<file path="src/fcd_pkg.sv">
`timescale 1ns / 1ps
// ----------------------------------------------------------------------------
// fcd_pkg: shared types and constants of the framed command decoder
// Keyword table, response codes, frame phases and the structs passed
// between the frame receiver, the flag logic and the output stage.
// ----------------------------------------------------------------------------
package fcd_pkg;

    // Payload capacity and the width of the payload length counter
    localparam int PACKET_MAX = 32;
    localparam int LEN_W      = $clog2(PACKET_MAX + 1);

    // Keyword table geometry
    localparam int KW_COUNT  = 13;
    localparam int KW_MAXLEN = 16;
    localparam int KW_POS_W  = $clog2(KW_MAXLEN);

    // Config port geometry
    localparam int CFG_IDX_W  = 3;
    localparam int CFG_DATA_W = 10;
    localparam int DIST_W     = 10;
    localparam int SPEED_W    = 4;

    // Frame delimiters
    localparam logic [7:0] CH_AT   = 8'h40;
    localparam logic [7:0] CH_HASH = 8'h23;
    localparam logic [7:0] CH_LF   = 8'h0A;

    // Reset values of the config registers and of the speed level
    localparam logic [DIST_W-1:0]  NEAR_RST         = 10'd15;
    localparam logic [DIST_W-1:0]  FAR_RST          = 10'd20;
    localparam logic [SPEED_W-1:0] SPEED_NORMAL_RST = 4'd7;
    localparam logic [SPEED_W-1:0] SPEED_MAX_RST    = 4'd9;
    localparam logic [SPEED_W-1:0] SPEED_FOLLOW_RST = 4'd4;

    typedef enum logic [3:0] {
        CODE_UNKNOWN     = 4'd0,
        CODE_W           = 4'd1,
        CODE_S           = 4'd2,
        CODE_A           = 4'd3,
        CODE_D           = 4'd4,
        CODE_ON          = 4'd5,
        CODE_OFF         = 4'd6,
        CODE_SUDU1       = 4'd7,
        CODE_SUDU2       = 4'd8,
        CODE_GENSUI      = 4'd9,
        CODE_GENSUI_STOP = 4'd10,
        CODE_STOP        = 4'd11,
        CODE_ZZSTOP      = 4'd12,
        CODE_ZHUANGTAI   = 4'd13,
        CODE_DISTANCE    = 4'd14
    } t_code;

    typedef enum logic [1:0] {
        PH_IDLE = 2'd0,
        PH_BODY = 2'd1,
        PH_TAIL = 2'd2
    } t_phase;

    typedef enum logic [CFG_IDX_W-1:0] {
        CFG_NEAR         = 3'd0,
        CFG_FAR          = 3'd1,
        CFG_SPEED_NORMAL = 3'd2,
        CFG_SPEED_MAX    = 3'd3,
        CFG_SPEED_FOLLOW = 3'd4
    } t_cfg_idx;

    // End-of-frame event from the receiver
    typedef struct packed {
        logic  done;
        logic  overlong;
        t_code code;
    } t_frame_evt;

    // One result transaction
    typedef struct packed {
        t_code              code;
        logic               forward;
        logic               backward;
        logic               turn_left;
        logic               turn_right;
        logic               motor_stop;
        logic               motor_on;
        logic               follow_mode;
        logic [SPEED_W-1:0] speed_level;
        logic               brake_request;
        logic               overlong;
    } t_result;

    // Keyword text, right-justified, first character highest
    localparam logic [8*KW_MAXLEN-1:0] KW_STR [KW_COUNT] = '{
        128'("LANYA_W"), 128'("LANYA_S"), 128'("LANYA_A"), 128'("LANYA_D"),
        128'({"LANYA_", "ON"}), 128'({"LANYA_", "OFF"}), 128'({"LANYA_", "SUDU1"}),
        128'({"LANYA_", "SUDU2"}), 128'({"LANYA_", "GENSUI"}),
        128'({"LANYAGENSUI", "_STOP"}),
        128'("LANYASTOP"), 128'("LANYAZZSTOP"), 128'({"LANYA_", "ZHUANGTAI"})
    };

    localparam logic [4:0] KW_LEN [KW_COUNT] = '{
        5'd7, 5'd7, 5'd7, 5'd7, 5'd8, 5'd9, 5'd11,
        5'd11, 5'd12, 5'd16, 5'd9, 5'd11, 5'd15
    };

    // Character at position pos of keyword k; zero past its end
    function automatic logic [7:0] kw_byte(input logic [3:0] k,
                                           input logic [KW_POS_W-1:0] pos);
        int                        sh;
        logic [8*KW_MAXLEN-1:0]    str;
        sh  = 8 * (int'(KW_LEN[k]) - 1 - int'(pos));
        str = KW_STR[k];
        if (sh < 0) begin
            return 8'h00;
        end
        return 8'(str >> sh);
    endfunction

endpackage

</file>
<file path="src/framed_command_decoder.sv">
`timescale 1ns / 1ps
// ----------------------------------------------------------------------------
// framed_command_decoder: framed serial command decoder with follow mode
// The result of an accepted closing line feed or distance sample is
//   registered; throughput: one transaction per cycle while not stalled.
// The input stalls only when the output register and its skid stage are full.
// Reset (synchronous, active low) returns framing to wait-for-start, clears
// all flags, sets speed level 7 and loads the config registers' defaults.
// ----------------------------------------------------------------------------
module framed_command_decoder
    import fcd_pkg::*;
(
    input  logic                  i_clk,
    input  logic                  i_rst_n,
    input  logic                  i_valid,
    output logic                  o_stall,
    input  logic                  i_command,
    input  logic [7:0]            i_rx_byte,
    input  logic [DIST_W-1:0]     i_distance_cm,
    input  logic                  i_cfg_we,
    input  logic [CFG_IDX_W-1:0]  i_cfg_index,
    input  logic [CFG_DATA_W-1:0] i_cfg_data,
    output logic                  o_valid,
    input  logic                  i_stall,
    output logic [3:0]            o_response_code,
    output logic                  o_forward,
    output logic                  o_backward,
    output logic                  o_turn_left,
    output logic                  o_turn_right,
    output logic                  o_motor_stop,
    output logic                  o_motor_on,
    output logic                  o_follow_mode,
    output logic [SPEED_W-1:0]    o_speed_level,
    output logic                  o_brake_request,
    output logic                  o_overlong
);

    logic       accept;
    t_frame_evt evt;
    logic       res_valid;
    t_result    res;
    t_result    out_res;

    assign accept = i_valid && !o_stall;

    fcd_frame u_frame (
        .i_clk        (i_clk),
        .i_rst_n      (i_rst_n),
        .i_byte_valid (accept && !i_command),
        .i_byte       (i_rx_byte),
        .o_evt        (evt)
    );

    fcd_flags u_flags (
        .i_clk        (i_clk),
        .i_rst_n      (i_rst_n),
        .i_evt        (evt),
        .i_dist_valid (accept && i_command),
        .i_distance   (i_distance_cm),
        .i_cfg_we     (i_cfg_we),
        .i_cfg_index  (i_cfg_index),
        .i_cfg_data   (i_cfg_data),
        .o_res_valid  (res_valid),
        .o_res        (res)
    );

    fcd_outq u_outq (
        .i_clk      (i_clk),
        .i_rst_n    (i_rst_n),
        .i_load     (res_valid),
        .i_res      (res),
        .i_stall    (i_stall),
        .o_valid    (o_valid),
        .o_res      (out_res),
        .o_in_stall (o_stall)
    );

    // Result fields
    assign o_response_code = out_res.code;
    assign o_forward       = out_res.forward;
    assign o_backward      = out_res.backward;
    assign o_turn_left     = out_res.turn_left;
    assign o_turn_right    = out_res.turn_right;
    assign o_motor_stop    = out_res.motor_stop;
    assign o_motor_on      = out_res.motor_on;
    assign o_follow_mode   = out_res.follow_mode;
    assign o_speed_level   = out_res.speed_level;
    assign o_brake_request = out_res.brake_request;
    assign o_overlong      = out_res.overlong;

    // Skid stage only fills behind a held result
    a_stall_has_result: assert property (@(posedge i_clk) disable iff (!i_rst_n)
        o_stall |-> o_valid)
        else $error("input stalled with no result on the output");

    // Every distance sample yields a result
    a_dist_result: assert property (@(posedge i_clk) disable iff (!i_rst_n)
        (accept && i_command) |=> o_valid)
        else $error("distance sample lost");

    // Distance results never carry the overlong flag
    a_dist_not_overlong: assert property (@(posedge i_clk) disable iff (!i_rst_n)
        (o_valid && (o_response_code == CODE_DISTANCE)) |-> !o_overlong)
        else $error("distance result flagged overlong");

endmodule

</file>
<file path="src/fcd_frame.sv">
`timescale 1ns / 1ps
// ----------------------------------------------------------------------------
// fcd_frame: frame receiver and keyword matcher
// Tracks '@' payload '#' '\n' framing. Instead of buffering the payload,
// one candidate bit per keyword is narrowed as each byte arrives.
// ----------------------------------------------------------------------------
module fcd_frame
    import fcd_pkg::*;
(
    input  logic       i_clk,
    input  logic       i_rst_n,
    input  logic       i_byte_valid,
    input  logic [7:0] i_byte,
    output t_frame_evt o_evt
);

    t_phase               r_phase, n_phase;
    logic [LEN_W-1:0]     r_len,   n_len;
    logic                 r_ovf,   n_ovf;
    logic [KW_COUNT-1:0]  r_cand,  n_cand;
    t_code                match_code;

    // Keyword hit: candidate still alive and length exact, lowest index wins
    always_comb begin
        match_code = CODE_UNKNOWN;
        for (int k = KW_COUNT - 1; k >= 0; k--) begin
            if (r_cand[k] && (r_len == LEN_W'(KW_LEN[k]))) begin
                match_code = t_code'(4'(k + 1));
            end
        end
    end

    // State register
    always_ff @(posedge i_clk) begin
        if (!i_rst_n) begin
            r_phase <= PH_IDLE;
            r_len   <= '0;
            r_ovf   <= 1'b0;
            r_cand  <= '0;
        end else begin
            r_phase <= n_phase;
            r_len   <= n_len;
            r_ovf   <= n_ovf;
            r_cand  <= n_cand;
        end
    end

    // Next state and end-of-frame event
    always_comb begin
        n_phase = r_phase;
        n_len   = r_len;
        n_ovf   = r_ovf;
        n_cand  = r_cand;
        o_evt   = '{done: 1'b0, overlong: 1'b0, code: CODE_UNKNOWN};
        if (i_byte_valid) begin
            case (r_phase)
                PH_BODY: begin
                    if (i_byte == CH_HASH) begin
                        n_phase = PH_TAIL;
                    end else if (r_len < LEN_W'(PACKET_MAX)) begin
                        n_len = r_len + 1'b1;
                        for (int k = 0; k < KW_COUNT; k++) begin
                            n_cand[k] = r_cand[k] && (r_len < LEN_W'(KW_LEN[k])) &&
                                        (i_byte == kw_byte(4'(k), KW_POS_W'(r_len)));
                        end
                    end else begin
                        n_ovf = 1'b1;
                    end
                end
                PH_TAIL: begin
                    // only the line feed closes; other bytes are dropped
                    if (i_byte == CH_LF) begin
                        n_phase        = PH_IDLE;
                        o_evt.done     = 1'b1;
                        o_evt.overlong = r_ovf;
                        o_evt.code     = r_ovf ? CODE_UNKNOWN : match_code;
                    end
                end
                default: begin
                    n_phase = PH_IDLE;
                    if (i_byte == CH_AT) begin
                        n_phase = PH_BODY;
                        n_len   = '0;
                        n_ovf   = 1'b0;
                        n_cand  = '1;
                    end
                end
            endcase
        end
    end

endmodule

</file>
<file path="src/fcd_flags.sv">
`timescale 1ns / 1ps
// ----------------------------------------------------------------------------
// fcd_flags: config registers, control flags and result formatting
// Applies a decoded keyword or a distance sample to the flags and builds
// the result transaction from the updated flags.
// ----------------------------------------------------------------------------
module fcd_flags
    import fcd_pkg::*;
(
    input  logic                  i_clk,
    input  logic                  i_rst_n,
    input  t_frame_evt            i_evt,
    input  logic                  i_dist_valid,
    input  logic [DIST_W-1:0]     i_distance,
    input  logic                  i_cfg_we,
    input  logic [CFG_IDX_W-1:0]  i_cfg_index,
    input  logic [CFG_DATA_W-1:0] i_cfg_data,
    output logic                  o_res_valid,
    output t_result               o_res
);

    // Config registers
    logic [DIST_W-1:0]  r_near, r_far;
    logic [SPEED_W-1:0] r_speed_normal, r_speed_max, r_speed_follow;

    // Control flags; dir bit0 forward, bit1 backward, bit2 left, bit3 right
    logic [3:0]         r_dir,    n_dir;
    logic               r_stop,   n_stop;
    logic               r_on,     n_on;
    logic               r_follow, n_follow;
    logic [SPEED_W-1:0] r_speed,  n_speed;
    logic               r_brake,  n_brake;

    always_ff @(posedge i_clk) begin
        if (!i_rst_n) begin
            r_near         <= NEAR_RST;
            r_far          <= FAR_RST;
            r_speed_normal <= SPEED_NORMAL_RST;
            r_speed_max    <= SPEED_MAX_RST;
            r_speed_follow <= SPEED_FOLLOW_RST;
        end else if (i_cfg_we) begin
            case (t_cfg_idx'(i_cfg_index))
                CFG_NEAR:         r_near         <= i_cfg_data;
                CFG_FAR:          r_far          <= i_cfg_data;
                CFG_SPEED_NORMAL: r_speed_normal <= i_cfg_data[SPEED_W-1:0];
                CFG_SPEED_MAX:    r_speed_max    <= i_cfg_data[SPEED_W-1:0];
                CFG_SPEED_FOLLOW: r_speed_follow <= i_cfg_data[SPEED_W-1:0];
                default: ;
            endcase
        end
    end

    always_ff @(posedge i_clk) begin
        if (!i_rst_n) begin
            r_dir    <= '0;
            r_stop   <= 1'b0;
            r_on     <= 1'b0;
            r_follow <= 1'b0;
            r_speed  <= SPEED_NORMAL_RST;
            r_brake  <= 1'b0;
        end else begin
            r_dir    <= n_dir;
            r_stop   <= n_stop;
            r_on     <= n_on;
            r_follow <= n_follow;
            r_speed  <= n_speed;
            r_brake  <= n_brake;
        end
    end

    // Flag update
    always_comb begin
        n_dir    = r_dir;
        n_stop   = r_stop;
        n_on     = r_on;
        n_follow = r_follow;
        n_speed  = r_speed;
        n_brake  = r_brake;
        if (i_dist_valid) begin
            if (r_follow) begin
                if ((i_distance <= r_far) && (i_distance >= r_near)) begin
                    n_dir = 4'b0000;
                end else if (i_distance > r_far) begin
                    n_dir = 4'b0001;
                end else if (i_distance < r_near) begin
                    n_dir = 4'b0010;
                end
            end
        end else if (i_evt.done && !i_evt.overlong) begin
            case (i_evt.code)
                CODE_W:  n_dir = 4'b0001;
                CODE_S:  n_dir = 4'b0010;
                CODE_A:  n_dir = 4'b0100;
                CODE_D:  n_dir = 4'b1000;
                CODE_ON: begin
                    n_stop = 1'b0;
                    n_on   = 1'b1;
                end
                CODE_OFF: begin
                    n_stop = 1'b1;
                    n_on   = 1'b0;
                end
                CODE_SUDU1:  n_speed = r_speed_normal;
                CODE_SUDU2:  n_speed = r_speed_max;
                CODE_GENSUI: begin
                    n_follow = 1'b1;
                    n_speed  = r_speed_follow;
                end
                CODE_GENSUI_STOP: begin
                    n_follow = 1'b0;
                    n_speed  = r_speed_normal;
                    n_brake  = 1'b1;
                end
                CODE_STOP: begin
                    n_brake = 1'b1;
                    n_dir   = 4'b0000;
                end
                CODE_ZZSTOP: n_dir = 4'b0000;
                default: ;
            endcase
        end
    end

    // Result transaction reports the flags after the update
    always_comb begin
        o_res_valid         = i_dist_valid || i_evt.done;
        o_res.code          = i_dist_valid ? CODE_DISTANCE : i_evt.code;
        o_res.forward       = n_dir[0];
        o_res.backward      = n_dir[1];
        o_res.turn_left     = n_dir[2];
        o_res.turn_right    = n_dir[3];
        o_res.motor_stop    = n_stop;
        o_res.motor_on      = n_on;
        o_res.follow_mode   = n_follow;
        o_res.speed_level   = n_speed;
        o_res.brake_request = n_brake;
        o_res.overlong      = !i_dist_valid && i_evt.overlong;
    end

endmodule

</file>
<file path="src/fcd_outq.sv">
`timescale 1ns / 1ps
// ----------------------------------------------------------------------------
// fcd_outq: result register with skid stage
// Holds the result shown on the output and one more, so that the input
// side can still take a transaction while the output is stalled.
// ----------------------------------------------------------------------------
module fcd_outq
    import fcd_pkg::*;
(
    input  logic    i_clk,
    input  logic    i_rst_n,
    input  logic    i_load,
    input  t_result i_res,
    input  logic    i_stall,
    output logic    o_valid,
    output t_result o_res,
    output logic    o_in_stall
);

    logic    r_out_valid, n_out_valid;
    logic    r_skid_valid, n_skid_valid;
    t_result r_out, n_out;
    t_result r_skid, n_skid;
    logic    take;

    assign take = r_out_valid && !i_stall;

    always_ff @(posedge i_clk) begin
        if (!i_rst_n) begin
            r_out_valid  <= 1'b0;
            r_skid_valid <= 1'b0;
        end else begin
            r_out_valid  <= n_out_valid;
            r_skid_valid <= n_skid_valid;
        end
    end

    // Payload registers, no reset
    always_ff @(posedge i_clk) begin
        r_out  <= n_out;
        r_skid <= n_skid;
    end

    // Refill order: skid first, then the new result
    always_comb begin
        n_out_valid  = r_out_valid;
        n_skid_valid = r_skid_valid;
        n_out        = r_out;
        n_skid       = r_skid;
        if (r_skid_valid) begin
            if (take) begin
                n_out        = r_skid;
                n_out_valid  = 1'b1;
                n_skid_valid = i_load;
                n_skid       = i_res;
            end
        end else if (!r_out_valid || take) begin
            n_out_valid = i_load;
            n_out       = i_res;
        end else if (i_load) begin
            n_skid_valid = 1'b1;
            n_skid       = i_res;
        end
    end

    assign o_valid    = r_out_valid;
    assign o_res      = r_out;
    assign o_in_stall = r_skid_valid;

endmodule

</file>
<file path="config.mk">
export PLATFORM = sky130hd
export DESIGN_NAME = framed_command_decoder
export DESIGN_NICKNAME = d
export VERILOG_FILES = /design/src/fcd_pkg.sv /design/src/framed_command_decoder.sv /design/src/fcd_frame.sv /design/src/fcd_flags.sv /design/src/fcd_outq.sv
export SDC_FILE = /design/constraint.sdc
export NUM_CORES = 1
export LEC_CHECK = 0
export BUFFER_PORTS_ARGS = -buffer_cell sky130_fd_sc_hd__buf_4
export CORE_ASPECT_RATIO = 2
export CORE_MARGIN = 8
export CORE_UTILIZATION = 66
export CTS_BUF_LIST = sky130_fd_sc_hd__clkbuf_8
export CTS_CLUSTER_SIZE = 12
export DETAILED_ROUTE_END_ITERATION = 12
export PLACE_DENSITY_LB_ADDON = 0.15
export REMOVE_ABC_BUFFERS = 1
export SLEW_MARGIN = 20
export SYNTH_ARGS = -nofsm -noshare
export SYNTH_HDL_FRONTEND = slang
export SYNTH_HIERARCHICAL = 1
export SYNTH_SLANG_ARGS = --single-unit
</file>
<file path="constraint.sdc">
create_clock -name i_clk -period 8.49 [get_ports i_clk]
set_clock_uncertainty 0.2 [all_clocks]
set_input_delay 1.698 -clock i_clk [delete_from_list [all_inputs] [get_ports i_clk]]
set_output_delay 1.698 -clock i_clk [all_outputs]
set_load 0.005 [all_outputs]
</file>
==> summary.md <==
| Metric | Value |
|---|---|
| Ant diodes | `0` |
| Met2 Use GR | `0.5531` |
| Critical Path End Type | `register` |
| WP data required | `8.42 ns` |
| Post-CTS Resized | `0` |
| CTS Buffer Depth | `2` |
| 1st-iter DRT viols | `711` |
| Gr usage total | `0.3135` |
| RSZ-0062 raised after global routing | `no` |
| PortBufs | `55` |
| Initial Utilization | `0.6781` |
| Fillcell total | `996` |
| Hold buffer count at cts | `0` |
| Initial antenna violation count | `0` |
| Routed wire length | `25.62 mm` |
| Register clock-pin slew on the reported worst setup and hold paths | `0.09 ns` |
| Layout cells sized above 1 | `0.1441` |
| TritonCTS clock tree | `yes` |
| Post-synthesis instance total | `1,022` |
| Post-route DRC | `0` |
| Synth top area share | `0.1656` |
| Worst min-delay path startpoint | `u_flags/r_far[7]$_SDFFE_PN0P_` |
| Slew Limit Fails | `0` |
| Count leader, synth | `nand2_1` |
| CTS Buf Count | `9` |
| Core footprint | `12,120 sq um` |
| Cell Area, Synth | `8222 sq um` |
| Die height | `173.8 um` |
| Cell taking the most area after synthesis | `dfxtp_1` |
| RD Place Congestion | `1.020` |
| CP startpoint | `i_rx_byte[0]` |
| Antenna Nets Post-Route | `0` |
| GR peak layer | `met2` |
| Worst-Margin Slew | `1.010 ns` |
| Root buffer cell | `clkbuf_8` |
| GR Layer Usage met1 | `0.3031` |
| Area contributors post-synth | `dfxtp_1 (17%), edfxtp_1 (12%), nand2_1 (5.6%)` |
| Post-CTS Setup Inserts | `0` |
| Tightest Hold Check Type | `register to register` |
| Final Cycle Share | `0.6280` |
| Commonest cells post-synth | `nand2_1 (123), a21oi_1 (84), dfxtp_1 (68)` |
| Post-route cell area | `8680 sq um` |
| Seq cells post-synth | `102` |
| Min Hold Slack | `0.2578 ns` |
| Outcome | `finished clean` |
| Worst Path Max Fanout | `30` |
| Syn_area_per_cell | `8.045 sq um` |
| Die W | `94.92 um` |
| Nets | `1,087` |
| Fmax | `0.1875 GHz` |
| P&R area growth vs syn | `5.570%` |
| Synth warn | `6` |
| Cell area power density | `106.0 nW/um^2` |
| Fraction of the yosys area taken by sequential cells | `0.2898` |
| Max Cap Viol | `0` |
| M3 GR Usage | `0.06247` |
| CP Data Arrival Time | `5.27 ns` |
| Worst r2r src | `u_frame/r_len[3]$_SDFFE_PN0P_` |
| Post-synth EDFFs | `34` |
| Setup violations, final | `0` |
| PnR worst setup slack | `3.158 ns` |
| Via count | `8,073` |
| Netlist cell types | `94` |
| Fin. Hold Viols | `0` |
| Slew margin rel. | `0.3228` |
| Total congestion overflow | `0` |
| Post-layout min period | `5.332 ns` |
| Routed len/inst | `21.96 um` |
| Post-DP Area | `8489 sq um` |
| Vias per cell | `6.918` |
| First-pass iteration count of the detailed router | `6` |
| Worst Setup Start Kind | `primary input` |
| First-pass GRT wire length | `40.40 mm` |
| Setup CP Type | `primary input to register` |
| Die area | `16,500 sq um` |
| Hpwl dp | `18.37 mm` |
| I/O pins | `56` |
| # H-tree levels | `3` |
| Largest net degree at the start of global routing | `57` |
| Rows | `57` |
| LEAKAGE | `3.257 nW` |
| Setup TNS | `0 ns` |
| Max IR drop VDD | `0.0001502 V` |
| Ys async rst share | `0` |
| Number of global-route vias before repair | `7,843` |
| Clk_lat worst skew | `0.37 ns` |
| Clock sinks | `102` |
| Predominant post-synthesis flop cell | `dfxtp_1` |
| Place WS | `2.836 ns` |
power breakdown:
part	total (mW)	internal (mW)	leakage (nW)	switching, mW
combinational	0.112	0.0470	2.28	0.0652
sequential	0.517	0.513	0.867	0.00465
clock	0.290	0.133	0.107	0.158
kinds of logic (layout without fill, tap and decap cells):
kind of cell / count (synthesis) / count (layout) / share of synthesized area
multiplexers: 45 / 45 / 0.05996
XOR/XNOR: 43 / 43 / 0.04855
adder cells (fa/ha/maj): 36 / 36 / 0.05448
AO/OA/AOI/OAI: 302 / 302 / 0.2464
flip-flops: 102 / 102 / 0.2898
buffers and inverters: 124 / 122 / 0.07076
AND/OR/NAND/NOR: 370 / 370 / 0.2301
final timing paths:
path                                        end  slack (ns)  cells after the start
setup / recovery      u_outq/o_res[5]$_DFFE_PP_        3.16                     12
hold / removal    u_flags/r_far[7]$_SDFFE_PN0P_        0.26                      2
setup reg to reg     u_outq/o_res[12]$_DFFE_PP_        3.71                     12
hold reg to reg   u_flags/r_far[7]$_SDFFE_PN0P_        0.26                      2
through the flow:
step	std cells	utilization	power, mW
after global routing	1167	0.7159	0.9554
final	1167	0.7159	0.9201
after CTS	1167	0.7154	0.9239
after detailed placement	1151	0.7002	0.6384
after floorplan	937	-	0.5811
after global placement	1151	0.6995	0.6356
cell type report:
type / count / area [sq um] / share of cell area
Clock inverter: 7 / 60.06 / 0.006919
Timing Repair Buffer: 67 / 503.0 / 0.05795
Multi-Input combinational cell: 796 / 5276 / 0.6079
Clock buffer: 9 / 123.9 / 0.01427
Sequential cell: 102 / 2386 / 0.2749
Inverter: 39 / 146.4 / 0.01687
Tap cell: 147 / 183.9 / 0.02119
sequential cells by signal, summed over array words and instances, names as in the netlist, 6 cells and up:
register and count:
u_frame/r_len 6, u_frame/r_cand 13, u_flags/r_far 10, u_flags/r_near 10
u_outq/r_skid 17, u_outq/o_res 17
cells in the final DEF, fill, tap and decap left out, drive strengths merged, types with 6 or more instances in the layout:
master	synthesis	layout
a2111oi	7	7
a211oi	10	10
a21boi	9	9
a21o	8	8
a21oi	86	86
a22oi	7	7
a31oi	11	11
and2	10	10
and3	11	11
buf	46	67
clkbuf	39	9
clkinv	4	7
dfxtp	68	68
edfxtp	34	34
ha	35	35
inv	35	38
mux2	22	22
mux2i	23	23
nand2	125	125
nand2b	13	13
nand3	22	22
nand4	23	23
nor2	69	69
nor2b	20	20
nor3	15	15
nor3b	7	7
nor4	6	6
o211ai	12	12
o21ai	68	68
o22ai	8	8
o32ai	6	6
or2	15	15
or3	6	6
xnor2	27	27
xor2	16	16
routing by layer:
metal | up-vias | part of all wire
met4 | 0 | 0.085
met3 | 149 | 0.077
met2 | 496 | 0.51
met1 | 3724 | 0.32
li1 | 3704 | -
met5 | - | 0
worst max-delay path, stage by stage:
cell and delay (ns):
buf_4 0.22, or3_1 0.45, nor4b_1 0.49, and2_1 0.27
nor2b_1 0.22, nand2_1 0.09, a211oi_1 0.48, and2b_1 0.31
mux2_4 0.30, nand2_4 0.11, mux2_2 0.36, mux2_2 0.26
(Power assumes the default switching activity.)
